===== config.mk =====
export PLATFORM = sky130hd
export DESIGN_NAME = two_point_touch_gesture_classifier_core_flat
export DESIGN_NICKNAME = d
export VERILOG_FILES = /design/src/sv/tptgc_pkg.sv /design/src/sv/tptgc_if.sv /design/src/sv/two_point_touch_gesture_classifier_core.sv /design/src/flat_wrapper.sv
export SDC_FILE = /design/constraint.sdc
export NUM_CORES = 1
export LEC_CHECK = 0
export ABC_AREA = 1
export BUFFER_PORTS_ARGS = -buffer_cell sky130_fd_sc_hd__buf_2
export CELL_PAD_IN_SITES_DETAIL_PLACEMENT = 0
export CELL_PAD_IN_SITES_GLOBAL_PLACEMENT = 1
export CORE_ASPECT_RATIO = 0.75
export CORE_MARGIN = 5
export CORE_UTILIZATION = 49
export DETAILED_ROUTE_END_ITERATION = 8
export MAX_ROUTING_LAYER = met4
export PLACE_DENSITY = 0.94
export SYNTH_ARGS = -nofsm -noshare
export SYNTH_HDL_FRONTEND = slang
export SYNTH_SLANG_ARGS = --single-unit

===== constraint.sdc =====
create_clock -name clk -period 11.7 [get_ports clk]
set_input_delay 0 -clock clk [delete_from_list [all_inputs] [get_ports clk]]
set_output_delay 0 -clock clk [all_outputs]
set_load 0.01 [all_outputs]

===== src/sv/tptgc_pkg.sv =====
// ----------------------------------------------------------------------------
// tptgc_pkg
// Shared widths, defaults and gesture codes for the touch gesture classifier.
// ----------------------------------------------------------------------------
package tptgc_pkg;

    // default coordinate width; the top level may override it
    localparam int COORD_BITS_DEF = 12;

    // move threshold register width
    localparam int THR_BITS = 12;

    localparam int KIND1_BITS = 3;
    localparam int KIND2_BITS = 2;

    typedef logic [KIND1_BITS-1:0] kind1_t;
    typedef logic [KIND2_BITS-1:0] kind2_t;
    typedef logic [THR_BITS-1:0]   thr_t;

    // first contact gesture codes
    localparam kind1_t KIND1_NONE        = 3'd0;
    localparam kind1_t KIND1_TAP         = 3'd1;
    localparam kind1_t KIND1_SLIDE_BEGIN = 3'd2;
    localparam kind1_t KIND1_SLIDE       = 3'd3;
    localparam kind1_t KIND1_SLIDE_END   = 3'd4;

    // second contact gesture codes
    localparam kind2_t KIND2_NONE  = 2'd0;
    localparam kind2_t KIND2_TAP   = 2'd1;
    localparam kind2_t KIND2_SLIDE = 2'd3;

endpackage


===== src/sv/tptgc_if.sv =====
// ----------------------------------------------------------------------------
// tptgc_if
// Valid/ready channels: touch poll in, gesture result out, threshold write.
// ----------------------------------------------------------------------------
interface tptgc_poll_if #(
    parameter int COORD_BITS = tptgc_pkg::COORD_BITS_DEF
);
    logic                  valid;
    logic                  ready;
    logic                  first_present;
    logic [COORD_BITS-1:0] first_x;
    logic [COORD_BITS-1:0] first_y;
    logic                  second_present;
    logic [COORD_BITS-1:0] second_x;
    logic [COORD_BITS-1:0] second_y;

    modport source (
        output valid, first_present, first_x, first_y,
               second_present, second_x, second_y,
        input  ready
    );
    modport sink (
        input  valid, first_present, first_x, first_y,
               second_present, second_x, second_y,
        output ready
    );
endinterface

interface tptgc_gesture_if #(
    parameter int COORD_BITS = tptgc_pkg::COORD_BITS_DEF
);
    logic                  valid;
    logic                  ready;
    tptgc_pkg::kind1_t     first_kind;
    logic [COORD_BITS-1:0] first_out_x;
    logic [COORD_BITS-1:0] first_out_y;
    tptgc_pkg::kind2_t     second_kind;
    logic [COORD_BITS-1:0] second_out_x;
    logic [COORD_BITS-1:0] second_out_y;

    modport source (
        output valid, first_kind, first_out_x, first_out_y,
               second_kind, second_out_x, second_out_y,
        input  ready
    );
    modport sink (
        input  valid, first_kind, first_out_x, first_out_y,
               second_kind, second_out_x, second_out_y,
        output ready
    );
endinterface

interface tptgc_cfg_if;
    logic              valid;
    logic              ready;
    tptgc_pkg::thr_t   data;

    modport source (output valid, data, input ready);
    modport sink   (input valid, data, output ready);
endinterface


===== src/sv/two_point_touch_gesture_classifier_core.sv =====
// ----------------------------------------------------------------------------
// two_point_touch_gesture_classifier_core
// Classifies two-contact touch polls into tap / slide gestures.
// ----------------------------------------------------------------------------
// One poll transfer can be taken every clock cycle unless a poll with a gesture
// waits for the result register. A poll lands in an input register, is
// classified there by a single stage of compare and select logic against
// the stored contact state, and any gesture goes into the result register,
// which drives result valid. Polls that yield no gesture (both kinds none)
// update the state and produce no result transfer. The input stage keeps
// moving while a result is waiting, as long as the polls behind it give no
// gesture; a poll that does give one waits in the input register until the
// result register is free.
// move_threshold is written through the cfg channel, which is always ready;
// write it only while no poll is in flight.
// ----------------------------------------------------------------------------
module two_point_touch_gesture_classifier_core #(
    parameter int COORD_BITS = tptgc_pkg::COORD_BITS_DEF
) (
    input  logic                   clk,
    input  logic                   rst_n,
    tptgc_cfg_if.sink              cfg,
    tptgc_poll_if.sink             poll,
    tptgc_gesture_if.source        gesture
);

    // compare width wide enough for both a coordinate delta and the threshold
    localparam int CMP_W = (COORD_BITS > tptgc_pkg::THR_BITS) ? COORD_BITS
                                                                : tptgc_pkg::THR_BITS;

    typedef logic [COORD_BITS-1:0] coord_t;
    typedef logic [CMP_W-1:0]      cmp_t;

    // ------------------------------------------------------------------
    // configuration
    // ------------------------------------------------------------------
    tptgc_pkg::thr_t thr_reg;

    assign cfg.ready = 1'b1;

    always_ff @(posedge clk or negedge rst_n)
    begin
        if (!rst_n)
        begin
            thr_reg <= '0;
        end
        else if (cfg.valid)
        begin
            thr_reg <= cfg.data;
        end
    end

    // ------------------------------------------------------------------
    // input register
    // ------------------------------------------------------------------
    logic   in_valid_reg;
    logic   p1_reg, p2_reg;
    coord_t x1_reg, y1_reg, x2_reg, y2_reg;

    logic   s1_fire;
    logic   has_result;
    logic   out_free;

    // a poll with no gesture never needs the result register
    assign s1_fire    = in_valid_reg && (out_free || !has_result);
    assign poll.ready = !in_valid_reg || s1_fire;

    always_ff @(posedge clk or negedge rst_n)
    begin
        if (!rst_n)
        begin
            in_valid_reg <= 1'b0;
        end
        else if (poll.ready)
        begin
            in_valid_reg <= poll.valid;
        end
    end

    always_ff @(posedge clk)
    begin
        if (poll.valid && poll.ready)
        begin
            p1_reg <= poll.first_present;
            x1_reg <= poll.first_x;
            y1_reg <= poll.first_y;
            p2_reg <= poll.second_present;
            x2_reg <= poll.second_x;
            y2_reg <= poll.second_y;
        end
    end

    // ------------------------------------------------------------------
    // contact state
    // ------------------------------------------------------------------
    coord_t prev_x1_reg, prev_y1_reg, prev_x2_reg, prev_y2_reg;
    coord_t prev_x1_next, prev_y1_next, prev_x2_next, prev_y2_next;
    logic   was1_reg, was2_reg, sliding_reg;
    logic   sliding_next;

    // ------------------------------------------------------------------
    // classification
    // ------------------------------------------------------------------
    coord_t dx1, dy1, dx2, dy2;
    logic   moved1, moved2;

    tptgc_pkg::kind1_t kind1;
    tptgc_pkg::kind2_t kind2;

    always_comb
    begin
        dx1 = (x1_reg >= prev_x1_reg) ? x1_reg - prev_x1_reg : prev_x1_reg - x1_reg;
        dy1 = (y1_reg >= prev_y1_reg) ? y1_reg - prev_y1_reg : prev_y1_reg - y1_reg;
        dx2 = (x2_reg >= prev_x2_reg) ? x2_reg - prev_x2_reg : prev_x2_reg - x2_reg;
        dy2 = (y2_reg >= prev_y2_reg) ? y2_reg - prev_y2_reg : prev_y2_reg - y2_reg;

        moved1 = (cmp_t'(dx1) > cmp_t'(thr_reg)) || (cmp_t'(dy1) > cmp_t'(thr_reg));
        moved2 = (cmp_t'(dx2) > cmp_t'(thr_reg)) || (cmp_t'(dy2) > cmp_t'(thr_reg));
    end

    // first contact
    always_comb
    begin
        kind1         = tptgc_pkg::KIND1_NONE;
        sliding_next  = sliding_reg;
        prev_x1_next  = '0;
        prev_y1_next  = '0;
        if (p1_reg)
        begin
            if (was1_reg && moved1)
            begin
                kind1        = sliding_reg ? tptgc_pkg::KIND1_SLIDE
                                           : tptgc_pkg::KIND1_SLIDE_BEGIN;
                sliding_next = 1'b1;
            end
            prev_x1_next = x1_reg;
            prev_y1_next = y1_reg;
        end
        else if (was1_reg)
        begin
            // release: report at the last known position
            kind1        = sliding_reg ? tptgc_pkg::KIND1_SLIDE_END
                                       : tptgc_pkg::KIND1_TAP;
            sliding_next = 1'b0;
            prev_x1_next = prev_x1_reg;
            prev_y1_next = prev_y1_reg;
        end
    end

    // second contact
    always_comb
    begin
        kind2        = tptgc_pkg::KIND2_NONE;
        prev_x2_next = '0;
        prev_y2_next = '0;
        if (p2_reg)
        begin
            if (was2_reg && moved2)
            begin
                kind2 = tptgc_pkg::KIND2_SLIDE;
            end
            prev_x2_next = x2_reg;
            prev_y2_next = y2_reg;
        end
        else if (was2_reg)
        begin
            kind2        = tptgc_pkg::KIND2_TAP;
            prev_x2_next = prev_x2_reg;
            prev_y2_next = prev_y2_reg;
        end
    end

    assign has_result = (kind1 != tptgc_pkg::KIND1_NONE) ||
                        (kind2 != tptgc_pkg::KIND2_NONE);

    always_ff @(posedge clk or negedge rst_n)
    begin
        if (!rst_n)
        begin
            prev_x1_reg <= '0;
            prev_y1_reg <= '0;
            prev_x2_reg <= '0;
            prev_y2_reg <= '0;
            was1_reg    <= 1'b0;
            was2_reg    <= 1'b0;
            sliding_reg <= 1'b0;
        end
        else if (s1_fire)
        begin
            prev_x1_reg <= prev_x1_next;
            prev_y1_reg <= prev_y1_next;
            prev_x2_reg <= prev_x2_next;
            prev_y2_reg <= prev_y2_next;
            was1_reg    <= p1_reg;
            was2_reg    <= p2_reg;
            sliding_reg <= sliding_next;
        end
    end

    // ------------------------------------------------------------------
    // result register
    // ------------------------------------------------------------------
    logic              out_valid_reg;
    tptgc_pkg::kind1_t kind1_reg;
    tptgc_pkg::kind2_t kind2_reg;
    coord_t            ox1_reg, oy1_reg, ox2_reg, oy2_reg;
    logic              load_out;

    assign out_free = !out_valid_reg || gesture.ready;
    assign load_out = s1_fire && has_result;

    always_ff @(posedge clk or negedge rst_n)
    begin
        if (!rst_n)
        begin
            out_valid_reg <= 1'b0;
        end
        else if (load_out)
        begin
            out_valid_reg <= 1'b1;
        end
        else if (gesture.ready)
        begin
            out_valid_reg <= 1'b0;
        end
    end

    // a contact with no gesture reports zero coordinates
    always_ff @(posedge clk)
    begin
        if (load_out)
        begin
            kind1_reg <= kind1;
            kind2_reg <= kind2;
            ox1_reg   <= (kind1 == tptgc_pkg::KIND1_NONE) ? '0 : prev_x1_next;
            oy1_reg   <= (kind1 == tptgc_pkg::KIND1_NONE) ? '0 : prev_y1_next;
            ox2_reg   <= (kind2 == tptgc_pkg::KIND2_NONE) ? '0 : prev_x2_next;
            oy2_reg   <= (kind2 == tptgc_pkg::KIND2_NONE) ? '0 : prev_y2_next;
        end
    end

    assign gesture.valid        = out_valid_reg;
    assign gesture.first_kind   = kind1_reg;
    assign gesture.first_out_x  = ox1_reg;
    assign gesture.first_out_y  = oy1_reg;
    assign gesture.second_kind  = kind2_reg;
    assign gesture.second_out_x = ox2_reg;
    assign gesture.second_out_y = oy2_reg;

    // ------------------------------------------------------------------
    // assertions
    // ------------------------------------------------------------------
    // every result transfer carries at least one gesture
    a_result_not_empty: assert property (@(posedge clk) disable iff (!rst_n)
        out_valid_reg |-> (kind1_reg != tptgc_pkg::KIND1_NONE) ||
                          (kind2_reg != tptgc_pkg::KIND2_NONE))
        else $error("result with no gesture");

    // a first contact with no gesture reports the origin
    a_none_zero: assert property (@(posedge clk) disable iff (!rst_n)
        (out_valid_reg && kind1_reg == tptgc_pkg::KIND1_NONE) |->
            (ox1_reg == '0) && (oy1_reg == '0))
        else $error("non-zero coordinates with no first gesture");

    // sliding only while the first contact is down
    a_slide_down: assert property (@(posedge clk) disable iff (!rst_n)
        sliding_reg |-> was1_reg)
        else $error("sliding flag set with first contact up");

    // release clears the slide
    a_release_clears: assert property (@(posedge clk) disable iff (!rst_n)
        (s1_fire && !p1_reg) |=> !sliding_reg)
        else $error("slide survived release");

    // a pending result is never overwritten
    a_no_overwrite: assert property (@(posedge clk) disable iff (!rst_n)
        (out_valid_reg && !gesture.ready) |-> !load_out)
        else $error("result register overwritten while stalled");

endmodule


===== src/flat_wrapper.sv =====
// flat-port wrapper written by rule: the top's interface ports become plain ports
module two_point_touch_gesture_classifier_core_flat 
#(
    parameter int COORD_BITS = tptgc_pkg::COORD_BITS_DEF
)
  (clk, rst_n, cfg_valid, cfg_data, cfg_ready, poll_valid, poll_first_present, poll_first_x, poll_first_y, poll_second_present, poll_second_x, poll_second_y, poll_ready, gesture_valid, gesture_first_kind, gesture_first_out_x, gesture_first_out_y, gesture_second_kind, gesture_second_out_x, gesture_second_out_y, gesture_ready);
  tptgc_cfg_if cfg_i ();
  tptgc_poll_if #(.COORD_BITS(COORD_BITS)) poll_i ();
  tptgc_gesture_if #(.COORD_BITS(COORD_BITS)) gesture_i ();
  input  logic clk;
  input  logic rst_n;
  input wire logic [$bits(cfg_i.valid)-1:0] cfg_valid;
  input wire logic [$bits(cfg_i.data)-1:0] cfg_data;
  output wire logic [$bits(cfg_i.ready)-1:0] cfg_ready;
  input wire logic [$bits(poll_i.valid)-1:0] poll_valid;
  input wire logic [$bits(poll_i.first_present)-1:0] poll_first_present;
  input wire logic [$bits(poll_i.first_x)-1:0] poll_first_x;
  input wire logic [$bits(poll_i.first_y)-1:0] poll_first_y;
  input wire logic [$bits(poll_i.second_present)-1:0] poll_second_present;
  input wire logic [$bits(poll_i.second_x)-1:0] poll_second_x;
  input wire logic [$bits(poll_i.second_y)-1:0] poll_second_y;
  output wire logic [$bits(poll_i.ready)-1:0] poll_ready;
  output wire logic [$bits(gesture_i.valid)-1:0] gesture_valid;
  output wire logic [$bits(gesture_i.first_kind)-1:0] gesture_first_kind;
  output wire logic [$bits(gesture_i.first_out_x)-1:0] gesture_first_out_x;
  output wire logic [$bits(gesture_i.first_out_y)-1:0] gesture_first_out_y;
  output wire logic [$bits(gesture_i.second_kind)-1:0] gesture_second_kind;
  output wire logic [$bits(gesture_i.second_out_x)-1:0] gesture_second_out_x;
  output wire logic [$bits(gesture_i.second_out_y)-1:0] gesture_second_out_y;
  input wire logic [$bits(gesture_i.ready)-1:0] gesture_ready;
  assign cfg_i.valid = cfg_valid;
  assign cfg_i.data = cfg_data;
  assign cfg_ready = cfg_i.ready;
  assign poll_i.valid = poll_valid;
  assign poll_i.first_present = poll_first_present;
  assign poll_i.first_x = poll_first_x;
  assign poll_i.first_y = poll_first_y;
  assign poll_i.second_present = poll_second_present;
  assign poll_i.second_x = poll_second_x;
  assign poll_i.second_y = poll_second_y;
  assign poll_ready = poll_i.ready;
  assign gesture_valid = gesture_i.valid;
  assign gesture_first_kind = gesture_i.first_kind;
  assign gesture_first_out_x = gesture_i.first_out_x;
  assign gesture_first_out_y = gesture_i.first_out_y;
  assign gesture_second_kind = gesture_i.second_kind;
  assign gesture_second_out_x = gesture_i.second_out_x;
  assign gesture_second_out_y = gesture_i.second_out_y;
  assign gesture_i.ready = gesture_ready;
  two_point_touch_gesture_classifier_core #(.COORD_BITS(COORD_BITS)) u_core (.clk(clk), .rst_n(rst_n), .cfg(cfg_i), .poll(poll_i), .gesture(gesture_i));
endmodule

==> flow_summary.json <==
{
  "antenna_found_initial": 1,
  "cts_sinks": 168,
  "outcome": "completed",
  "row_count": 49,
  "worst-path-max-fanout": 50,
  "rr_endpoint": "u_core.x1_reg[8]$_DFFE_PP_",
  "arrival_ns": 5.90,
  "p_leak_nw": 7.18,
  "grt_use_total_pct": 22.0,
  "rrSetupSlack_ns": 5.87,
  "dr.pass1.iters": 5,
  "max_cap_violations": 0,
  "io_pins": 123,
  "antenna_left": 0,
  "synth_edf_count": 103,
  "yosysWarnings": 0,
  "ff_latch_area_sq_um": 4720,
  "die_x_um": 191,
  "worst_hold_path_type": "in -> reg",
  "min-delay-start": "cfg_valid",
  "relSlewSlack_pct": 23.6,
  "setup-violations-final": 0,
  "finalMaxSlewViolations": 0,
  "ys.flop_type": "edfxtp_1",
  "crit_path_start": "u_core.x2_reg[0]$_DFFE_PP_",
  "whs_path_depth": 2,
  "layout-drive-gt1-share_pct": 11.0,
  "fillers": 2223,
  "cpPeakStageDelay_ns": 0.68,
  "path_common_cell": "nand2_1",
  "remaining_drc_errors": 0,
  "rsz0062_at_grt": "no",
  "fin_setup_tns_ns": 0,
  "cts_tree": "built",
  "postLayoutCellArea_sq_um": 14200,
  "cp-end-kind": "flop",
  "critical_path_class": "reg -> reg",
  "multi_input_area_sq_um": 6140,
  "port_buffers": 121,
  "async_flop_share_pct": 38.7,
  "start_kind": "flop",
  "via_per_inst": 5.06,
  "vias": 10122,
  "worst-endpoint-required_ns": 11.77,
  "syn_area_per_cell_sq_um": 8.16,
  "clockRootBuffer": "clkbuf_16",
  "power_density_nw_per_um2": 266,
  "placed_cells": 1899,
  "ys_seq_area_share_pct": 39.0,
  "core_area_sq_um": 24200,
  "cts_setup_buffers": 0,
  "final_cell_mix": "388 x nand2_1, 261 x inv_1, 140 x ha_1, 121 x buf_2",
  "tightest_slew_ns": 1.15,
  "synth-seq-cells": 168,
  "start_util_pct": 50.1,
  "hpwl_mm": 20.7,
  "finish.utilization_pct": 58.9,
  "dieArea_sq_um": 28000,
  "cts_buffers": 17,
  "area_delta_synth_final_pct": 17.5,
  "critPathSlowestCell": "nor2_1",
  "finalWeightedCongestion": 0.885,
  "layout_commonest_cell": "nand2_1",
  "dpl_cell_area_sq_um": 12900,
  "synth_cell_types": 43,
  "grt_pass1_vias": 10045,
  "fmax_mhz": 171,
  "drt_wl_total_mm": 29.0,
  "wl_per_cell_um": 14.5,
  "crit-reg2reg-launch": "u_core.x2_reg[0]$_DFFE_PP_",
  "holdPathEnd": "u_core.thr_reg[10]$_DFFE_PN0P_",
  "final_cells": 2002,
  "synthesis.area_sq_um": 12100,
  "postSynthCellCount": 1484,
  "fp.dieH_um": 146,
  "grt_start_max_net_pins": 101,
  "skew_ns": 0.0123,
  "ir_drop_uv": 212,
  "fin_crit_ns": 5.83,
  "post-route-period-util_pct": 49.9,
  "clkTransAtPathRegs_ns": 0.07,
  "clock_path_buffers": 2,
  "r2r_cells": 28,
  "nets": 1872,
  "finalHoldViolCount": 0,
  "grt.overflow.total": 0,
  "synth_fp_nets": 1699,
  "cts_htree_levels": 4,
  "grt_pass1_wl_mm": 48.9,
  "clkLatencyLatePin_ns": 0.45,
  "first_iter_violations": 567
}
report_power, final:
part           leakage [nW]  switching [W]  internal, W
clock network         0.287       0.000256     0.000337
registers              1.83       0.000122     0.000873
logic                  5.07        0.00139     0.000812
total                  7.18        0.00177      0.00202
per-stage QoR:
step	worst slack [ns]	hold WS (ns)	power, W
detailed placement	5.86	0.178	0.00318
CTS	5.83	0.00409	0.00382
global placement	5.94	0.176	0.00314
global route	5.23	0.0302	0.00420
finish	5.87	0.0322	0.00379
floorplan	6.95	-0.296	0.00266
Yosys cell counts (4+ instances only):
cell type,number,area [sq um]
a211oi_1,4,30.0
a21o_1,8,60.1
a21oi_1,84,420
a221oi_1,4,35.0
a22oi_1,48,360
a31oi_1,5,31.3
buf_2,8,40.0
buf_6,9,101
clkbuf_1,21,78.8
dfrtp_1,65,1630
edfxtp_1,103,3090
fa_1,8,160
ha_1,140,1750
inv_1,263,987
nand2_1,388,1460
nand3_1,22,110
nand4_1,9,56.3
nor2_1,103,387
o211ai_1,9,67.6
o21ai_0,46,230
o21ai_1,37,185
o21ai_2,15,131
o21bai_1,4,30.0
xnor2_1,8,70.1
xor2_1,42,368
worst max-delay path by stage:
stage | end | slack (ns)
final | u_core.x1_reg[8]$_DFFE_PP_ | 5.87
after global routing | u_core.x1_reg[8]$_DFFE_PP_ | 5.23
after CTS | u_core.x1_reg[4]$_DFFE_PP_ | 5.83
after detailed placement | u_core.x1_reg[10]$_DFFE_PP_ | 5.86
after global placement | u_core.gesture.second_out_x[5]$_SDFFCE_PN0P_ | 5.94
after floorplan | u_core.p1_reg$_DFFE_PP_ | 6.95
worst max-delay path, delay by kind of cell, from the launching register on:
| family | cells | cell delay, ns |
|---|---|---|
| and+or+nand+nor | 15 | 2.20 |
| buffers and inverters | 7 | 1.58 |
| adders and majority gates | 3 | 0.83 |
| DFF | 1 | 0.43 |
| AOI/OAI and AO/OA | 2 | 0.20 |
| xor gates and xnor gates | 1 | 0.18 |
per-layer routing:
metal,part of all wire (%),global-route usage [%]
met1,48,29.5
met2,46,35.2
met3,4.2,3.48
met4,1.6,5.74
met5,0,-
kinds of logic after synthesis:
family / Yosys count / synth area share, %
other cells: 1 / 0.0310
flops: 168 / 39.0
mux: 1 / 0.0930
xor+xnor: 50 / 3.62
buf+inv: 309 / 10.3
simple gates: 534 / 17.3
compound gates: 273 / 13.8
fa+ha+maj: 148 / 15.8
repair_timing:
item,4_1_cts,5_1_grt
hold buffers,70,0
resized for setup,0,0
endpoints found under the hold margin,130,0
endpoints found under the setup margin,0,0
area by class of cell:
type                            count  area share [%]
Inverter                          265            6.99
Clock inverter                     14            1.20
Timing Repair Buffer              198            9.55
Clock buffer                       18            3.02
Multi-Input combinational cell   1007            43.1
Antenna cell                        1          0.0176
Sequential cell                   168            33.2
Tap cell                          331            2.91
(Power assumes the default switching activity.)
